### config.mk
export PLATFORM = sky130hd
export DESIGN_NAME = bmp_region_rgb_gain_core
export DESIGN_NICKNAME = d
export VERILOG_FILES = /design/src/design/brg_pkg.sv /design/src/design/brg_front.sv /design/src/design/brg_cmd_fifo.sv /design/src/design/brg_back.sv /design/src/design/bmp_region_rgb_gain_core.sv
export VERILOG_INCLUDE_DIRS = /design/src /design/src/design
export SDC_FILE = /design/constraint.sdc
export NUM_CORES = 2
export LEC_CHECK = 0
export ABC_AREA = 1
export BUFFER_PORTS_ARGS = -buffer_cell sky130_fd_sc_hd__buf_2
export CAP_MARGIN = 20
export CORE_UTILIZATION = 55
export CTS_CLUSTER_DIAMETER = 150
export DETAILED_ROUTE_END_ITERATION = 10
export PLACE_DENSITY = 0.81
export REMOVE_ABC_BUFFERS = 1
export SYNTH_ARGS = -nofsm -noshare
export SYNTH_HDL_FRONTEND = slang
export SYNTH_HIERARCHICAL = 1
export SYNTH_SLANG_ARGS = --single-unit
### constraint.sdc
create_clock -name clock -period 8.7 [get_ports clock]
set_input_delay 0.87 -clock clock [delete_from_list [all_inputs] [get_ports clock]]
set_output_delay 0.87 -clock clock [all_outputs]
set_load 0.05 [all_outputs]
### src/design/bmp_region_rgb_gain_core_assert.svh
// Assertion macros for the BMP region gain core.
// Each macro names a clocked property on clock, disabled while reset is high.
`ifndef BMP_REGION_RGB_GAIN_CORE_ASSERT_SVH
`define BMP_REGION_RGB_GAIN_CORE_ASSERT_SVH

// Same-cycle implication.
`define BRG_ASSERT_IMP(lbl, ante, cons, msg) \
   lbl: assert property (@(posedge clock) disable iff (reset) (ante) |-> (cons)) \
      else $error(msg);

// Next-cycle implication.
`define BRG_ASSERT_NEXT(lbl, ante, cons, msg) \
   lbl: assert property (@(posedge clock) disable iff (reset) (ante) |=> (cons)) \
      else $error(msg);

`endif

### src/design/brg_pkg.sv
`default_nettype none

package brg_pkg;

   // Image limits and header layout.
   localparam int MAX_DIM      = 4096;
   localparam int HEADER_BYTES = 54;
   localparam int DIM_W        = $clog2(MAX_DIM + 1);
   localparam int HDR_IDX_W    = $clog2(HEADER_BYTES);
   localparam int OFS_WIDTH    = 18;
   localparam int OFS_HEIGHT   = 22;
   localparam int OFS_DEPTH    = 28;
   localparam int FIELD_BYTES  = 4;
   localparam int DEPTH_BYTES  = 2;
   localparam int BMP_DEPTH    = 24;

   localparam logic [HDR_IDX_W-1:0] HEADER_LAST = HDR_IDX_W'(HEADER_BYTES - 1);
   localparam logic [HDR_IDX_W-1:0] IDX_WIDTH_LO  = HDR_IDX_W'(OFS_WIDTH);
   localparam logic [HDR_IDX_W-1:0] IDX_WIDTH_HI  = HDR_IDX_W'(OFS_WIDTH + FIELD_BYTES - 1);
   localparam logic [HDR_IDX_W-1:0] IDX_HEIGHT_LO = HDR_IDX_W'(OFS_HEIGHT);
   localparam logic [HDR_IDX_W-1:0] IDX_HEIGHT_HI = HDR_IDX_W'(OFS_HEIGHT + FIELD_BYTES - 1);
   localparam logic [HDR_IDX_W-1:0] IDX_DEPTH_LO  = HDR_IDX_W'(OFS_DEPTH);
   localparam logic [HDR_IDX_W-1:0] IDX_DEPTH_HI  = HDR_IDX_W'(OFS_DEPTH + DEPTH_BYTES - 1);
   localparam logic [31:0] DIM_LIM = 32'(MAX_DIM);
   localparam logic [15:0] DEPTH_OK = 16'(BMP_DEPTH);

   // Configuration registers.
   localparam int RECT_W     = 13;
   localparam int GAIN_W     = 16;
   localparam int CSR_W      = GAIN_W;
   localparam int REG_IDX_W  = 3;
   localparam int RECT_MAX   = 4095;
   localparam int GAIN_UNITY = 256;

   typedef enum logic [REG_IDX_W-1:0] {
      REG_RECT_LEFT   = 3'd0,
      REG_RECT_TOP    = 3'd1,
      REG_RECT_RIGHT  = 3'd2,
      REG_RECT_BOTTOM = 3'd3,
      REG_GAIN_RED    = 3'd4,
      REG_GAIN_GREEN  = 3'd5,
      REG_GAIN_BLUE   = 3'd6
   } reg_index_type;

   typedef struct packed {
      logic signed [RECT_W-1:0] rect_left;
      logic signed [RECT_W-1:0] rect_top;
      logic signed [RECT_W-1:0] rect_right;
      logic signed [RECT_W-1:0] rect_bottom;
      logic signed [GAIN_W-1:0] gain_red;
      logic signed [GAIN_W-1:0] gain_green;
      logic signed [GAIN_W-1:0] gain_blue;
   } cfg_type;

   localparam cfg_type CFG_RESET = '{
      rect_left:   RECT_W'(0),
      rect_top:    RECT_W'(0),
      rect_right:  RECT_W'(RECT_MAX),
      rect_bottom: RECT_W'(RECT_MAX),
      gain_red:    GAIN_W'(GAIN_UNITY),
      gain_green:  GAIN_W'(GAIN_UNITY),
      gain_blue:   GAIN_W'(GAIN_UNITY)
   };

   // Commands from the front end to the back end.
   typedef enum logic [2:0] {
      CMD_STORE,
      CMD_BURST,
      CMD_ERROR,
      CMD_PASS,
      CMD_GAIN
   } cmd_kind_type;

   typedef enum logic [1:0] {
      CH_BLUE,
      CH_GREEN,
      CH_RED
   } chan_type;

   typedef struct packed {
      cmd_kind_type          kind;
      logic [7:0]            data;
      logic [HDR_IDX_W-1:0]  hidx;
      chan_type              chan;
   } cmd_type;

   localparam int CMD_DEPTH = 4;
   localparam int OUT_DEPTH = 4;

endpackage

`default_nettype wire

### src/design/brg_front.sv
`default_nettype none

// Front end: collects the header, checks the format and tags every
// image byte with its channel and whether it lies in the region.
module brg_front (
   input  wire                logic clock,
   input  wire                logic reset,
   input  brg_pkg::cfg_type   cfg,
   input  wire                logic push,
   input  wire                logic [7:0] in_byte,
   input  wire                logic file_end,
   input  wire                logic cmd_full,
   output logic               cmd_push,
   output brg_pkg::cmd_type   cmd
);

   localparam int CMP_W = ((brg_pkg::DIM_W > brg_pkg::RECT_W) ?
                           brg_pkg::DIM_W : brg_pkg::RECT_W) + 2;
   localparam logic signed [CMP_W-1:0] ONE_S = CMP_W'(1);

   typedef enum logic [1:0] {
      PH_HEADER,
      PH_PIXEL,
      PH_TRAIL,
      PH_DROP
   } phase_type;

   phase_type                       phase_ff, phase_in;
   logic [brg_pkg::HDR_IDX_W-1:0]   hidx_ff, hidx_in;
   logic [31:0]                     wid_raw_ff, wid_raw_in;
   logic [31:0]                     hgt_raw_ff, hgt_raw_in;
   logic [15:0]                     bpp_ff, bpp_in;
   logic [brg_pkg::DIM_W-1:0]       img_w_ff, img_w_in;
   logic [brg_pkg::DIM_W-1:0]       abs_h_ff, abs_h_in;
   logic                            bottom_up_ff, bottom_up_in;
   logic [brg_pkg::DIM_W-1:0]       col_ff, col_in;
   logic [brg_pkg::DIM_W-1:0]       row_ff, row_in;
   brg_pkg::chan_type               chan_ff, chan_in;
   logic [1:0]                      pad_ff, pad_in;

   logic                            accept;
   logic                            hdr_ok;
   logic [31:0]                     habs;
   logic                            row_step;
   logic [brg_pkg::DIM_W-1:0]       col_inc;
   logic [brg_pkg::DIM_W-1:0]       row_inc;
   logic signed [CMP_W-1:0]         x1, x2, y1, y2, w_s, h_s, ay, col_s, row_s;
   logic signed [CMP_W-1:0]         left_s, top_s, right_s, bottom_s;
   logic                            in_rect;
   brg_pkg::chan_type               chan_next;

   // Header checks, evaluated while the last header byte arrives.
   always_comb begin
      habs   = hgt_raw_ff[31] ? (~hgt_raw_ff + 32'd1) : hgt_raw_ff;
      hdr_ok = (bpp_ff == brg_pkg::DEPTH_OK) &&
               !wid_raw_ff[31] && (wid_raw_ff <= brg_pkg::DIM_LIM) &&
               ($signed(hgt_raw_ff) <= $signed(brg_pkg::DIM_LIM)) &&
               ($signed(hgt_raw_ff) >= -$signed(brg_pkg::DIM_LIM));
   end

   // Region test against the clamped rectangle.
   always_comb begin
      left_s   = CMP_W'(cfg.rect_left);
      top_s    = CMP_W'(cfg.rect_top);
      right_s  = CMP_W'(cfg.rect_right);
      bottom_s = CMP_W'(cfg.rect_bottom);
      w_s      = CMP_W'(img_w_ff);
      h_s      = CMP_W'(abs_h_ff);
      col_s    = CMP_W'(col_ff);
      row_s    = CMP_W'(row_ff);
      x1       = (left_s < 0) ? '0 : left_s;
      y1       = (top_s < 0) ? '0 : top_s;
      x2       = (right_s >= w_s) ? (w_s - ONE_S) : right_s;
      y2       = (bottom_s >= h_s) ? (h_s - ONE_S) : bottom_s;
      ay       = bottom_up_ff ? (h_s - ONE_S - row_s) : row_s;
      in_rect  = (col_s >= x1) && (col_s <= x2) && (ay >= y1) && (ay <= y2);
   end

   always_comb begin
      case (chan_ff)
         brg_pkg::CH_BLUE:  chan_next = brg_pkg::CH_GREEN;
         brg_pkg::CH_GREEN: chan_next = brg_pkg::CH_RED;
         default:           chan_next = brg_pkg::CH_BLUE;
      endcase
   end

   assign accept  = push && !cmd_full;
   assign col_inc = col_ff + brg_pkg::DIM_W'(1);
   assign row_inc = row_ff + brg_pkg::DIM_W'(1);

   always_comb begin
      phase_in     = phase_ff;
      hidx_in      = hidx_ff;
      wid_raw_in   = wid_raw_ff;
      hgt_raw_in   = hgt_raw_ff;
      bpp_in       = bpp_ff;
      img_w_in     = img_w_ff;
      abs_h_in     = abs_h_ff;
      bottom_up_in = bottom_up_ff;
      col_in       = col_ff;
      row_in       = row_ff;
      chan_in      = chan_ff;
      pad_in       = pad_ff;
      row_step     = 1'b0;
      cmd_push     = 1'b0;
      cmd.kind     = brg_pkg::CMD_PASS;
      cmd.data     = in_byte;
      cmd.hidx     = hidx_ff;
      cmd.chan     = chan_ff;

      if (accept) begin
         case (phase_ff)
            PH_HEADER: begin
               // The size and depth fields are little endian; shift each byte in from the top.
               if (hidx_ff >= brg_pkg::IDX_WIDTH_LO && hidx_ff <= brg_pkg::IDX_WIDTH_HI) begin
                  wid_raw_in = {in_byte, wid_raw_ff[31:8]};
               end
               if (hidx_ff >= brg_pkg::IDX_HEIGHT_LO && hidx_ff <= brg_pkg::IDX_HEIGHT_HI) begin
                  hgt_raw_in = {in_byte, hgt_raw_ff[31:8]};
               end
               if (hidx_ff >= brg_pkg::IDX_DEPTH_LO && hidx_ff <= brg_pkg::IDX_DEPTH_HI) begin
                  bpp_in = {in_byte, bpp_ff[15:8]};
               end

               if (hidx_ff == brg_pkg::HEADER_LAST) begin
                  hidx_in  = '0;
                  cmd_push = 1'b1;
                  if (hdr_ok) begin
                     cmd.kind     = brg_pkg::CMD_BURST;
                     img_w_in     = wid_raw_ff[brg_pkg::DIM_W-1:0];
                     abs_h_in     = habs[brg_pkg::DIM_W-1:0];
                     bottom_up_in = !hgt_raw_ff[31];
                     col_in       = '0;
                     row_in       = '0;
                     chan_in      = brg_pkg::CH_BLUE;
                     pad_in       = '0;
                     phase_in     = ((wid_raw_ff == '0) || (hgt_raw_ff == '0)) ?
                                    PH_TRAIL : PH_PIXEL;
                  end else begin
                     cmd.kind = brg_pkg::CMD_ERROR;
                     phase_in = PH_DROP;
                  end
               end else if (file_end) begin
                  // The file ended inside its header.
                  cmd_push = 1'b1;
                  cmd.kind = brg_pkg::CMD_ERROR;
               end else begin
                  cmd_push = 1'b1;
                  cmd.kind = brg_pkg::CMD_STORE;
                  hidx_in  = hidx_ff + brg_pkg::HDR_IDX_W'(1);
               end
            end

            PH_PIXEL: begin
               cmd_push = 1'b1;
               if (pad_ff != 2'd0) begin
                  pad_in = pad_ff - 2'd1;
                  if (pad_ff == 2'd1) begin
                     row_step = 1'b1;
                  end
               end else begin
                  cmd.kind = in_rect ? brg_pkg::CMD_GAIN : brg_pkg::CMD_PASS;
                  if (chan_ff == brg_pkg::CH_RED) begin
                     chan_in = brg_pkg::CH_BLUE;
                     col_in  = col_inc;
                     if (col_inc == img_w_ff) begin
                        // Three bytes per pixel: the row pads by width mod 4 bytes.
                        pad_in = img_w_ff[1:0];
                        if (img_w_ff[1:0] == 2'd0) begin
                           row_step = 1'b1;
                        end
                     end
                  end else begin
                     chan_in = chan_next;
                  end
               end
            end

            PH_TRAIL: begin
               cmd_push = 1'b1;
            end

            default: begin
            end
         endcase

         if (row_step) begin
            col_in  = '0;
            chan_in = brg_pkg::CH_BLUE;
            row_in  = row_inc;
            if (row_inc == abs_h_ff) begin
               phase_in = PH_TRAIL;
            end
         end

         if (file_end) begin
            phase_in = PH_HEADER;
            hidx_in  = '0;
            pad_in   = '0;
         end
      end
   end

   always_ff @(posedge clock) begin
      if (reset) begin
         phase_ff     <= PH_HEADER;
         hidx_ff      <= '0;
         img_w_ff     <= '0;
         abs_h_ff     <= '0;
         bottom_up_ff <= 1'b0;
         col_ff       <= '0;
         row_ff       <= '0;
         chan_ff      <= brg_pkg::CH_BLUE;
         pad_ff       <= '0;
      end else begin
         phase_ff     <= phase_in;
         hidx_ff      <= hidx_in;
         wid_raw_ff   <= wid_raw_in;
         hgt_raw_ff   <= hgt_raw_in;
         bpp_ff       <= bpp_in;
         img_w_ff     <= img_w_in;
         abs_h_ff     <= abs_h_in;
         bottom_up_ff <= bottom_up_in;
         col_ff       <= col_in;
         row_ff       <= row_in;
         chan_ff      <= chan_in;
         pad_ff       <= pad_in;
      end
   end

endmodule

`default_nettype wire

### src/design/brg_cmd_fifo.sv
`default_nettype none

// Small command queue between the front end and the back end.
module brg_cmd_fifo (
   input  wire                logic clock,
   input  wire                logic reset,
   input  wire                logic push,
   input  brg_pkg::cmd_type   push_cmd,
   output logic               full,
   input  wire                logic pop,
   output brg_pkg::cmd_type   pop_cmd,
   output logic               valid
);

   localparam int PTR_W = $clog2(brg_pkg::CMD_DEPTH);
   localparam int CNT_W = $clog2(brg_pkg::CMD_DEPTH + 1);

   brg_pkg::cmd_type    slot_ff [brg_pkg::CMD_DEPTH];
   logic [PTR_W-1:0]    wr_ptr_ff, wr_ptr_in;
   logic [PTR_W-1:0]    rd_ptr_ff, rd_ptr_in;
   logic [CNT_W-1:0]    cnt_ff, cnt_in;
   logic                do_push, do_pop;

   assign full    = (cnt_ff == CNT_W'(brg_pkg::CMD_DEPTH));
   assign valid   = (cnt_ff != '0);
   assign pop_cmd = slot_ff[rd_ptr_ff];
   assign do_push = push && !full;
   assign do_pop  = pop && valid;

   always_comb begin
      wr_ptr_in = do_push ? (wr_ptr_ff + PTR_W'(1)) : wr_ptr_ff;
      rd_ptr_in = do_pop ? (rd_ptr_ff + PTR_W'(1)) : rd_ptr_ff;
      cnt_in    = cnt_ff + CNT_W'(do_push) - CNT_W'(do_pop);
   end

   always_ff @(posedge clock) begin
      if (do_push) begin
         slot_ff[wr_ptr_ff] <= push_cmd;
      end
   end

   always_ff @(posedge clock) begin
      if (reset) begin
         wr_ptr_ff <= '0;
         rd_ptr_ff <= '0;
         cnt_ff    <= '0;
      end else begin
         wr_ptr_ff <= wr_ptr_in;
         rd_ptr_ff <= rd_ptr_in;
         cnt_ff    <= cnt_in;
      end
   end

endmodule

`default_nettype wire

### src/design/brg_back.sv
`default_nettype none

// Back end: header RAM and burst replay, gain multiply with saturation,
// and the result queue.
module brg_back (
   input  wire                logic clock,
   input  wire                logic reset,
   input  brg_pkg::cfg_type   cfg,
   input  wire                logic cmd_valid,
   input  brg_pkg::cmd_type   cmd,
   output logic               cmd_pop,
   input  wire                logic res_pop,
   output logic               res_empty,
   output logic [7:0]         res_byte,
   output logic               res_last,
   output logic               res_err
);

   localparam int PROD_W = 8 + 1 + brg_pkg::GAIN_W;
   localparam int OQ_PTR_W = $clog2(brg_pkg::OUT_DEPTH);
   localparam int OQ_CNT_W = $clog2(brg_pkg::OUT_DEPTH + 1);

   typedef enum logic {
      BK_RUN,
      BK_BURST
   } bk_state_type;

   typedef enum logic [1:0] {
      RK_RAW,
      RK_HDR,
      RK_GAIN,
      RK_ERR
   } res_kind_type;

   typedef struct packed {
      logic [7:0] data;
      logic       last;
      logic       err;
   } res_type;

   bk_state_type                    state_ff, state_in;
   logic [brg_pkg::HDR_IDX_W-1:0]   bidx_ff, bidx_in;
   logic                            s1_valid_ff, s1_valid_in;
   res_kind_type                    s1_kind_ff, s1_kind_in;
   logic [7:0]                      s1_data_ff, s1_data_in;
   logic                            s1_last_ff, s1_last_in;
   logic signed [PROD_W-1:0]        s1_prod_ff, s1_prod_in;

   logic [7:0]                      hdr_mem [brg_pkg::HEADER_BYTES];
   logic [7:0]                      mem_q_ff;
   logic                            mem_we, mem_re;
   logic [brg_pkg::HDR_IDX_W-1:0]   mem_waddr;

   res_type                         oq_ff [brg_pkg::OUT_DEPTH];
   logic [OQ_PTR_W-1:0]             oq_wr_ff, oq_wr_in;
   logic [OQ_PTR_W-1:0]             oq_rd_ff, oq_rd_in;
   logic [OQ_CNT_W-1:0]             oq_cnt_ff, oq_cnt_in;
   logic [OQ_CNT_W:0]               occupancy;
   logic                            room;
   logic                            oq_pop;
   logic signed [brg_pkg::GAIN_W-1:0] gain_sel;
   res_type                         res;

   // A slot must be free for the result already in the pipeline stage.
   assign occupancy = (OQ_CNT_W + 1)'(oq_cnt_ff) + (OQ_CNT_W + 1)'(s1_valid_ff);
   assign room      = occupancy < (OQ_CNT_W + 1)'(brg_pkg::OUT_DEPTH);

   always_comb begin
      case (cmd.chan)
         brg_pkg::CH_GREEN: gain_sel = cfg.gain_green;
         brg_pkg::CH_RED:   gain_sel = cfg.gain_red;
         default:           gain_sel = cfg.gain_blue;
      endcase
   end

   always_comb begin
      state_in    = state_ff;
      bidx_in     = bidx_ff;
      s1_valid_in = 1'b0;
      s1_kind_in  = s1_kind_ff;
      s1_data_in  = s1_data_ff;
      s1_last_in  = 1'b1;
      s1_prod_in  = s1_prod_ff;
      cmd_pop     = 1'b0;
      mem_we      = 1'b0;
      mem_re      = 1'b0;
      mem_waddr   = cmd.hidx;

      case (state_ff)
         BK_RUN: begin
            if (room && cmd_valid) begin
               cmd_pop = 1'b1;
               case (cmd.kind)
                  brg_pkg::CMD_STORE: begin
                     mem_we = 1'b1;
                  end
                  brg_pkg::CMD_BURST: begin
                     mem_we    = 1'b1;
                     mem_waddr = brg_pkg::HEADER_LAST;
                     bidx_in   = '0;
                     state_in  = BK_BURST;
                  end
                  brg_pkg::CMD_ERROR: begin
                     s1_valid_in = 1'b1;
                     s1_kind_in  = RK_ERR;
                  end
                  brg_pkg::CMD_GAIN: begin
                     s1_valid_in = 1'b1;
                     s1_kind_in  = RK_GAIN;
                     s1_prod_in  = PROD_W'($signed({1'b0, cmd.data})) * PROD_W'(gain_sel);
                  end
                  default: begin
                     s1_valid_in = 1'b1;
                     s1_kind_in  = RK_RAW;
                     s1_data_in  = cmd.data;
                  end
               endcase
            end
         end

         BK_BURST: begin
            if (room) begin
               mem_re      = 1'b1;
               s1_valid_in = 1'b1;
               s1_kind_in  = RK_HDR;
               s1_last_in  = (bidx_ff == brg_pkg::HEADER_LAST);
               bidx_in     = bidx_ff + brg_pkg::HDR_IDX_W'(1);
               if (bidx_ff == brg_pkg::HEADER_LAST) begin
                  state_in = BK_RUN;
               end
            end
         end

         default: begin
            state_in = BK_RUN;
         end
      endcase
   end

   // Header RAM: one write port, one registered read port.
   always_ff @(posedge clock) begin
      if (mem_we) begin
         hdr_mem[mem_waddr] <= cmd.data;
      end
      if (mem_re) begin
         mem_q_ff <= hdr_mem[bidx_ff];
      end
   end

   // Result formation: truncate the Q8.8 product and saturate to a byte.
   always_comb begin
      res.data = s1_data_ff;
      res.last = s1_last_ff;
      res.err  = 1'b0;
      case (s1_kind_ff)
         RK_HDR: begin
            res.data = mem_q_ff;
         end
         RK_GAIN: begin
            if (s1_prod_ff[PROD_W-1]) begin
               res.data = 8'd0;
            end else if (|s1_prod_ff[PROD_W-2:16]) begin
               res.data = 8'hff;
            end else begin
               res.data = s1_prod_ff[15:8];
            end
         end
         RK_ERR: begin
            res.data = 8'd0;
            res.err  = 1'b1;
         end
         default: begin
         end
      endcase
   end

   assign oq_pop    = res_pop && (oq_cnt_ff != '0);
   assign res_empty = (oq_cnt_ff == '0);
   assign res_byte  = oq_ff[oq_rd_ff].data;
   assign res_last  = oq_ff[oq_rd_ff].last;
   assign res_err   = oq_ff[oq_rd_ff].err;

   always_comb begin
      oq_wr_in  = s1_valid_ff ? (oq_wr_ff + OQ_PTR_W'(1)) : oq_wr_ff;
      oq_rd_in  = oq_pop ? (oq_rd_ff + OQ_PTR_W'(1)) : oq_rd_ff;
      oq_cnt_in = oq_cnt_ff + OQ_CNT_W'(s1_valid_ff) - OQ_CNT_W'(oq_pop);
   end

   always_ff @(posedge clock) begin
      if (s1_valid_ff) begin
         oq_ff[oq_wr_ff] <= res;
      end
   end

   always_ff @(posedge clock) begin
      if (reset) begin
         state_ff    <= BK_RUN;
         bidx_ff     <= '0;
         s1_valid_ff <= 1'b0;
         oq_wr_ff    <= '0;
         oq_rd_ff    <= '0;
         oq_cnt_ff   <= '0;
      end else begin
         state_ff    <= state_in;
         bidx_ff     <= bidx_in;
         s1_valid_ff <= s1_valid_in;
         s1_kind_ff  <= s1_kind_in;
         s1_data_ff  <= s1_data_in;
         s1_last_ff  <= s1_last_in;
         s1_prod_ff  <= s1_prod_in;
         oq_wr_ff    <= oq_wr_in;
         oq_rd_ff    <= oq_rd_in;
         oq_cnt_ff   <= oq_cnt_in;
      end
   end

endmodule

`default_nettype wire

### src/design/bmp_region_rgb_gain_core.sv
`default_nettype none

// Per-channel gain on a rectangle of a 24-bit BMP byte stream. The file enters one byte
// per item on the request queue; the last byte of a file is marked with file_end. The
// first 53 header bytes give no result; the 54th gives the whole 54-byte header as a
// burst of results (run_last on the last one), or a single result with format_error set
// and a zero byte when the depth is not 24 or the width or height is out of range, after
// which the rest of that file is dropped. A file that ends inside its header also gives
// one error result. Pixel bytes inside the clamped rectangle are scaled by the signed
// Q8.8 gain of their channel, truncated and saturated to 0..255; row padding and bytes
// past the image pass through unchanged. Throughput is one byte per cycle through the
// image and the trailer while results are popped. The header burst is replayed from
// the header RAM at one byte per cycle while the result queue has room; the four-entry
// command queue keeps accepting the following bytes during that time until it fills.
// A pixel byte is registered in the command queue, the s1 stage and the result
// queue. The region and gain registers are written through the csr port and are meant
// to change only while the block is idle; a write to index seven is ignored.
module bmp_region_rgb_gain_core (
   input  wire logic                          clock,
   input  wire logic                          reset,

   input  wire logic                          push,
   output logic                               full,
   input  wire logic [7:0]                    req_in_byte,
   input  wire logic                          req_file_end,

   output logic                               empty,
   input  wire logic                          pop,
   output logic [7:0]                         rsp_out_byte,
   output logic                               rsp_run_last,
   output logic                               rsp_format_error,

   input  wire logic                          csr_we,
   input  wire logic [brg_pkg::REG_IDX_W-1:0] csr_addr,
   input  wire logic [brg_pkg::CSR_W-1:0]     csr_wdata
);

`include "bmp_region_rgb_gain_core_assert.svh"

   brg_pkg::cfg_type  cfg_ff, cfg_in;
   brg_pkg::cmd_type  front_cmd;
   brg_pkg::cmd_type  queue_cmd;
   logic              cmd_push;
   logic              cmd_full;
   logic              cmd_valid;
   logic              cmd_pop;

   // Configuration registers: a plain write with no wait state.
   always_comb begin
      cfg_in = cfg_ff;
      if (csr_we) begin
         case (csr_addr)
            brg_pkg::REG_RECT_LEFT:   cfg_in.rect_left   = csr_wdata[brg_pkg::RECT_W-1:0];
            brg_pkg::REG_RECT_TOP:    cfg_in.rect_top    = csr_wdata[brg_pkg::RECT_W-1:0];
            brg_pkg::REG_RECT_RIGHT:  cfg_in.rect_right  = csr_wdata[brg_pkg::RECT_W-1:0];
            brg_pkg::REG_RECT_BOTTOM: cfg_in.rect_bottom = csr_wdata[brg_pkg::RECT_W-1:0];
            brg_pkg::REG_GAIN_RED:    cfg_in.gain_red    = csr_wdata[brg_pkg::GAIN_W-1:0];
            brg_pkg::REG_GAIN_GREEN:  cfg_in.gain_green  = csr_wdata[brg_pkg::GAIN_W-1:0];
            brg_pkg::REG_GAIN_BLUE:   cfg_in.gain_blue   = csr_wdata[brg_pkg::GAIN_W-1:0];
            default: begin
            end
         endcase
      end
   end

   always_ff @(posedge clock) begin
      if (reset) begin
         cfg_ff <= brg_pkg::CFG_RESET;
      end else begin
         cfg_ff <= cfg_in;
      end
   end

   // The request side is full exactly when the command queue is.
   assign full = cmd_full;

   brg_front u_front (
      .clock    (clock),
      .reset    (reset),
      .cfg      (cfg_ff),
      .push     (push),
      .in_byte  (req_in_byte),
      .file_end (req_file_end),
      .cmd_full (cmd_full),
      .cmd_push (cmd_push),
      .cmd      (front_cmd)
   );

   brg_cmd_fifo u_cmd_fifo (
      .clock    (clock),
      .reset    (reset),
      .push     (cmd_push),
      .push_cmd (front_cmd),
      .full     (cmd_full),
      .pop      (cmd_pop),
      .pop_cmd  (queue_cmd),
      .valid    (cmd_valid)
   );

   brg_back u_back (
      .clock     (clock),
      .reset     (reset),
      .cfg       (cfg_ff),
      .cmd_valid (cmd_valid),
      .cmd       (queue_cmd),
      .cmd_pop   (cmd_pop),
      .res_pop   (pop),
      .res_empty (empty),
      .res_byte  (rsp_out_byte),
      .res_last  (rsp_run_last),
      .res_err   (rsp_format_error)
   );

   // The front end only issues a command when the queue has room for it.
   `BRG_ASSERT_IMP(a_cmd_no_overflow, cmd_push, !cmd_full, "command issued into a full queue")

   // An error result carries a zero byte and closes its run.
   `BRG_ASSERT_IMP(a_err_result_shape, !empty && rsp_format_error,
                   rsp_out_byte == 8'd0 && rsp_run_last, "malformed error result")

   // A command written into an empty queue is visible to the back end next cycle.
   `BRG_ASSERT_NEXT(a_cmd_visible, cmd_push && !cmd_valid, cmd_valid,
                    "queued command not visible to the back end")

endmodule

`default_nettype wire

==> flow_metrics.env <==
export IMPL_clock_path_buffers=3
export IMPL_crit_type="flop to flop"
export IMPL_dp_slack_ns=1.70
export IMPL_grt_pass1_wl_mm=171
export IMPL_cts_tree="built"
export IMPL_totalWireLength_mm=110
export IMPL_max_freq_ghz=0.141
export IMPL_placed_area_mm2=0.0444
export IMPL_synth_main_ff_cell="edfxtp_1"
export IMPL_yosysSeqAreaShare_pct=54.6
export IMPL_viasPerCell=5.87
export IMPL_finalHoldViolCount=0
export IMPL_finalNetCount=4759
export IMPL_outcome="finished, final reports clean"
export IMPL_final_area_mm2=0.0472
export IMPL_ctsHoldBuffers=0
export IMPL_fin_ws_ns=1.60
export IMPL_drc=0
export IMPL_clock_latency_ns=0.67
export IMPL_critPathSlowestCell="dfxtp_1"
export IMPL_synth_cells=4491
export IMPL_synthArstFlopShare_pct=0
export IMPL_rsz0062_at_grt="false"
export IMPL_antenna_found_initial=0
export IMPL_synth_edf_count=664
export IMPL_port_buffers=44
export IMPL_grt_max_degree=111
export IMPL_skew_ns=0.0712
export IMPL_relSlewSlack_pct=25.2
export IMPL_ant_nets=0
export IMPL_drtIter0Drc=4232
export IMPL_diodes=0
export IMPL_max_cap_viol_count=0
export IMPL_row_count=102
export IMPL_crit_path_end_kind="flop"
export IMPL_post_route_period_util_pct=81.6
export IMPL_die_y_um=283
export IMPL_area_growth_pct=8.54
export IMPL_crit_arrival_ns=7.51
export IMPL_path_clk_slew_ns=0.06
export IMPL_cp_cell_sequence="inv_2, o21ai_0, o22ai_1, ha_1, inv_2, o21ai_1, nor2_1, fa_1, fa_1, inv_1, fa_1, fa_1, inv_1, ha_1, inv_1, nor3_1, nor3b_1, a21oi_2, nand2_1, nand2_1"
export IMPL_ys_warn_count=6
export IMPL_fillCellCount=6183
export IMPL_final_common_cell="nor2_1"
export IMPL_syn_area_per_cell_um2=9.68
export IMPL_setup_viol=0
export IMPL_synth_distinct_cells=63
export IMPL_path_common_cell="fa_1"
export IMPL_drtPass1Iterations=6
export IMPL_yosysTopAreaCellShare_pct=45.9
export IMPL_grt_pass1_vias=31339
export IMPL_grtUsageTotal_pct=27.0
export IMPL_final_max_slew_viol_count=0
export IMPL_final_util_pct=60.6
export IMPL_start_util_pct=55.9
export IMPL_period_minus_slack_ns=7.10
export IMPL_tightest_slew_ns=1.12
export IMPL_overflow=0
export IMPL_yosys_area_top_type="edfxtp_1"
export IMPL_post_cts_buffers=0
export IMPL_die_area_mm2=0.0802
export IMPL_critPathRequiredTime_ns=9.10
export IMPL_path_max_fanout=20
export IMPL_drive_gt1_share_pct=6.64
export IMPL_core_area_mm2=0.0778
export IMPL_min_path_type="flop to flop"
export IMPL_setup_tns_ns=0
export IMPL_cp_start_kind="flop"
export IMPL_dp_hpwl_mm=73.8
export IMPL_io_pins=45
export IMPL_slowest_delay_ns=0.75
export IMPL_ctsResizeCount=0
export IMPL_cts_buffers=84
export IMPL_htree_num_levels=3
export IMPL_final_cell_mix="nor2_1 (735), nand2_1 (720), edfxtp_1 (664)"
export IMPL_dr_total_vias=32747
export IMPL_synth_area_mm2=0.0435
export IMPL_dieWidth_um=283
export IMPL_cts_root_buf="clkbuf_16"
export IMPL_place_congestion=0.940
export IMPL_ys_top_cells_by_area="edfxtp_1 (46%), dfxtp_1 (8.8%), nor2_1 (6.4%), nand2_1 (6.2%), fa_1 (4.8%)"
export IMPL_wl_per_cell_um=19.7
export IMPL_ys_ff_latch=855
export IMPL_cts_sinks=855
[registers in the layout, indices dropped and copies added, names as in the netlist, 13 cells and up, named ones only]
name / flops
u_front/bpp_ff: 16
u_front/img_w_ff: 13
u_front/hgt_raw_ff: 32
u_front/row_ff: 13
u_front/col_ff: 13
u_front/wid_raw_ff: 32
u_back/hdr_mem: 432
u_back/s1_prod_ff: 17
u_front/abs_h_ff: 13
u_back/oq_ff: 40
u_cmd_fifo/slot_ff: 76
cfg_ff: 100
[routing by layer]
metal | up-vias | GRT usage, % | part of all wire [%]
met5 | - | 0 | 0
met4 | 0 | 9.12 | 3.0
met3 | 252 | 5.28 | 10
met2 | 1727 | 44.2 | 48
met1 | 15522 | 36.2 | 39
li1 | 15246 | - | -
[cells by family (layout without fill, tap and decap cells)]
logic type | after synthesis | count (layout) | share of synthesized area [%]
DFF | 855 | 855 | 54.6
and+or+nand+nor | 1909 | 1909 | 18.6
xor gates and xnor gates | 71 | 71 | 1.46
adders and majority gates | 260 | 260 | 9.28
buffers and inverters | 636 | 681 | 6.02
AOI/OAI and AO/OA | 760 | 760 | 9.98
[path summary, 6_finish.rpt]
check	startpoint	endpoint	slack [ns]	cells past startpoint
min reg2reg	u_front/hgt_raw_ff[16]$_DFFE_PP_	u_front/hgt_raw_ff[8]$_DFFE_PP_	0.45	0
min	u_front/hgt_raw_ff[16]$_DFFE_PP_	u_front/hgt_raw_ff[8]$_DFFE_PP_	0.45	0
max reg2reg	flop	u_back/s1_prod_ff[23]$_DFFE_PP_	1.60	20
max	flop	u_back/s1_prod_ff[23]$_DFFE_PP_	1.60	20
[Yosys cell counts, types with 22 or more instances]
library cell  instances
nand3_1             260
o211ai_1             22
nor3_1               46
a21oi_1             147
ha_1                156
fa_1                104
clkbuf_1            108
inv_1               425
xor2_1               58
dfxtp_1             191
nand4_1              55
nand2_1             720
buf_4                23
o21ai_0             395
edfxtp_1            664
o221ai_1             40
buf_2                31
o22ai_1              85
nor2_1              736
[worst max-delay path, delay by kind of cell (launching register included)]
family | cells | cell delay [ns]
compound gates | 4 | 1.02
simple gates | 5 | 0.80
buf+inv | 5 | 0.82
fa+ha+maj | 6 | 3.43
flops | 1 | 0.75
[cell type report]
class	count	area [um^2]	area share (%)
Timing Repair Buffer	76	475	1.01
Inverter	449	1700	3.59
Multi-Input combinational cell	3000	17200	36.5
Clock buffer	120	2330	4.93
Tap cell	1040	1300	2.76
Clock inverter	36	395	0.838
Sequential cell	855	23800	50.4
[through the flow]
step,hold slack (ns),std cells
2_1_floorplan,0.418,4304
3_3_place_gp,0.425,5416
3_5_place_dp,0.429,5416
4_1_cts,0.450,5572
5_1_grt,0.457,5576
6_report,0.447,5576
Power is not shown: default switching activity piles up to over one toggle a cycle in this logic, so the estimate is an artifact.
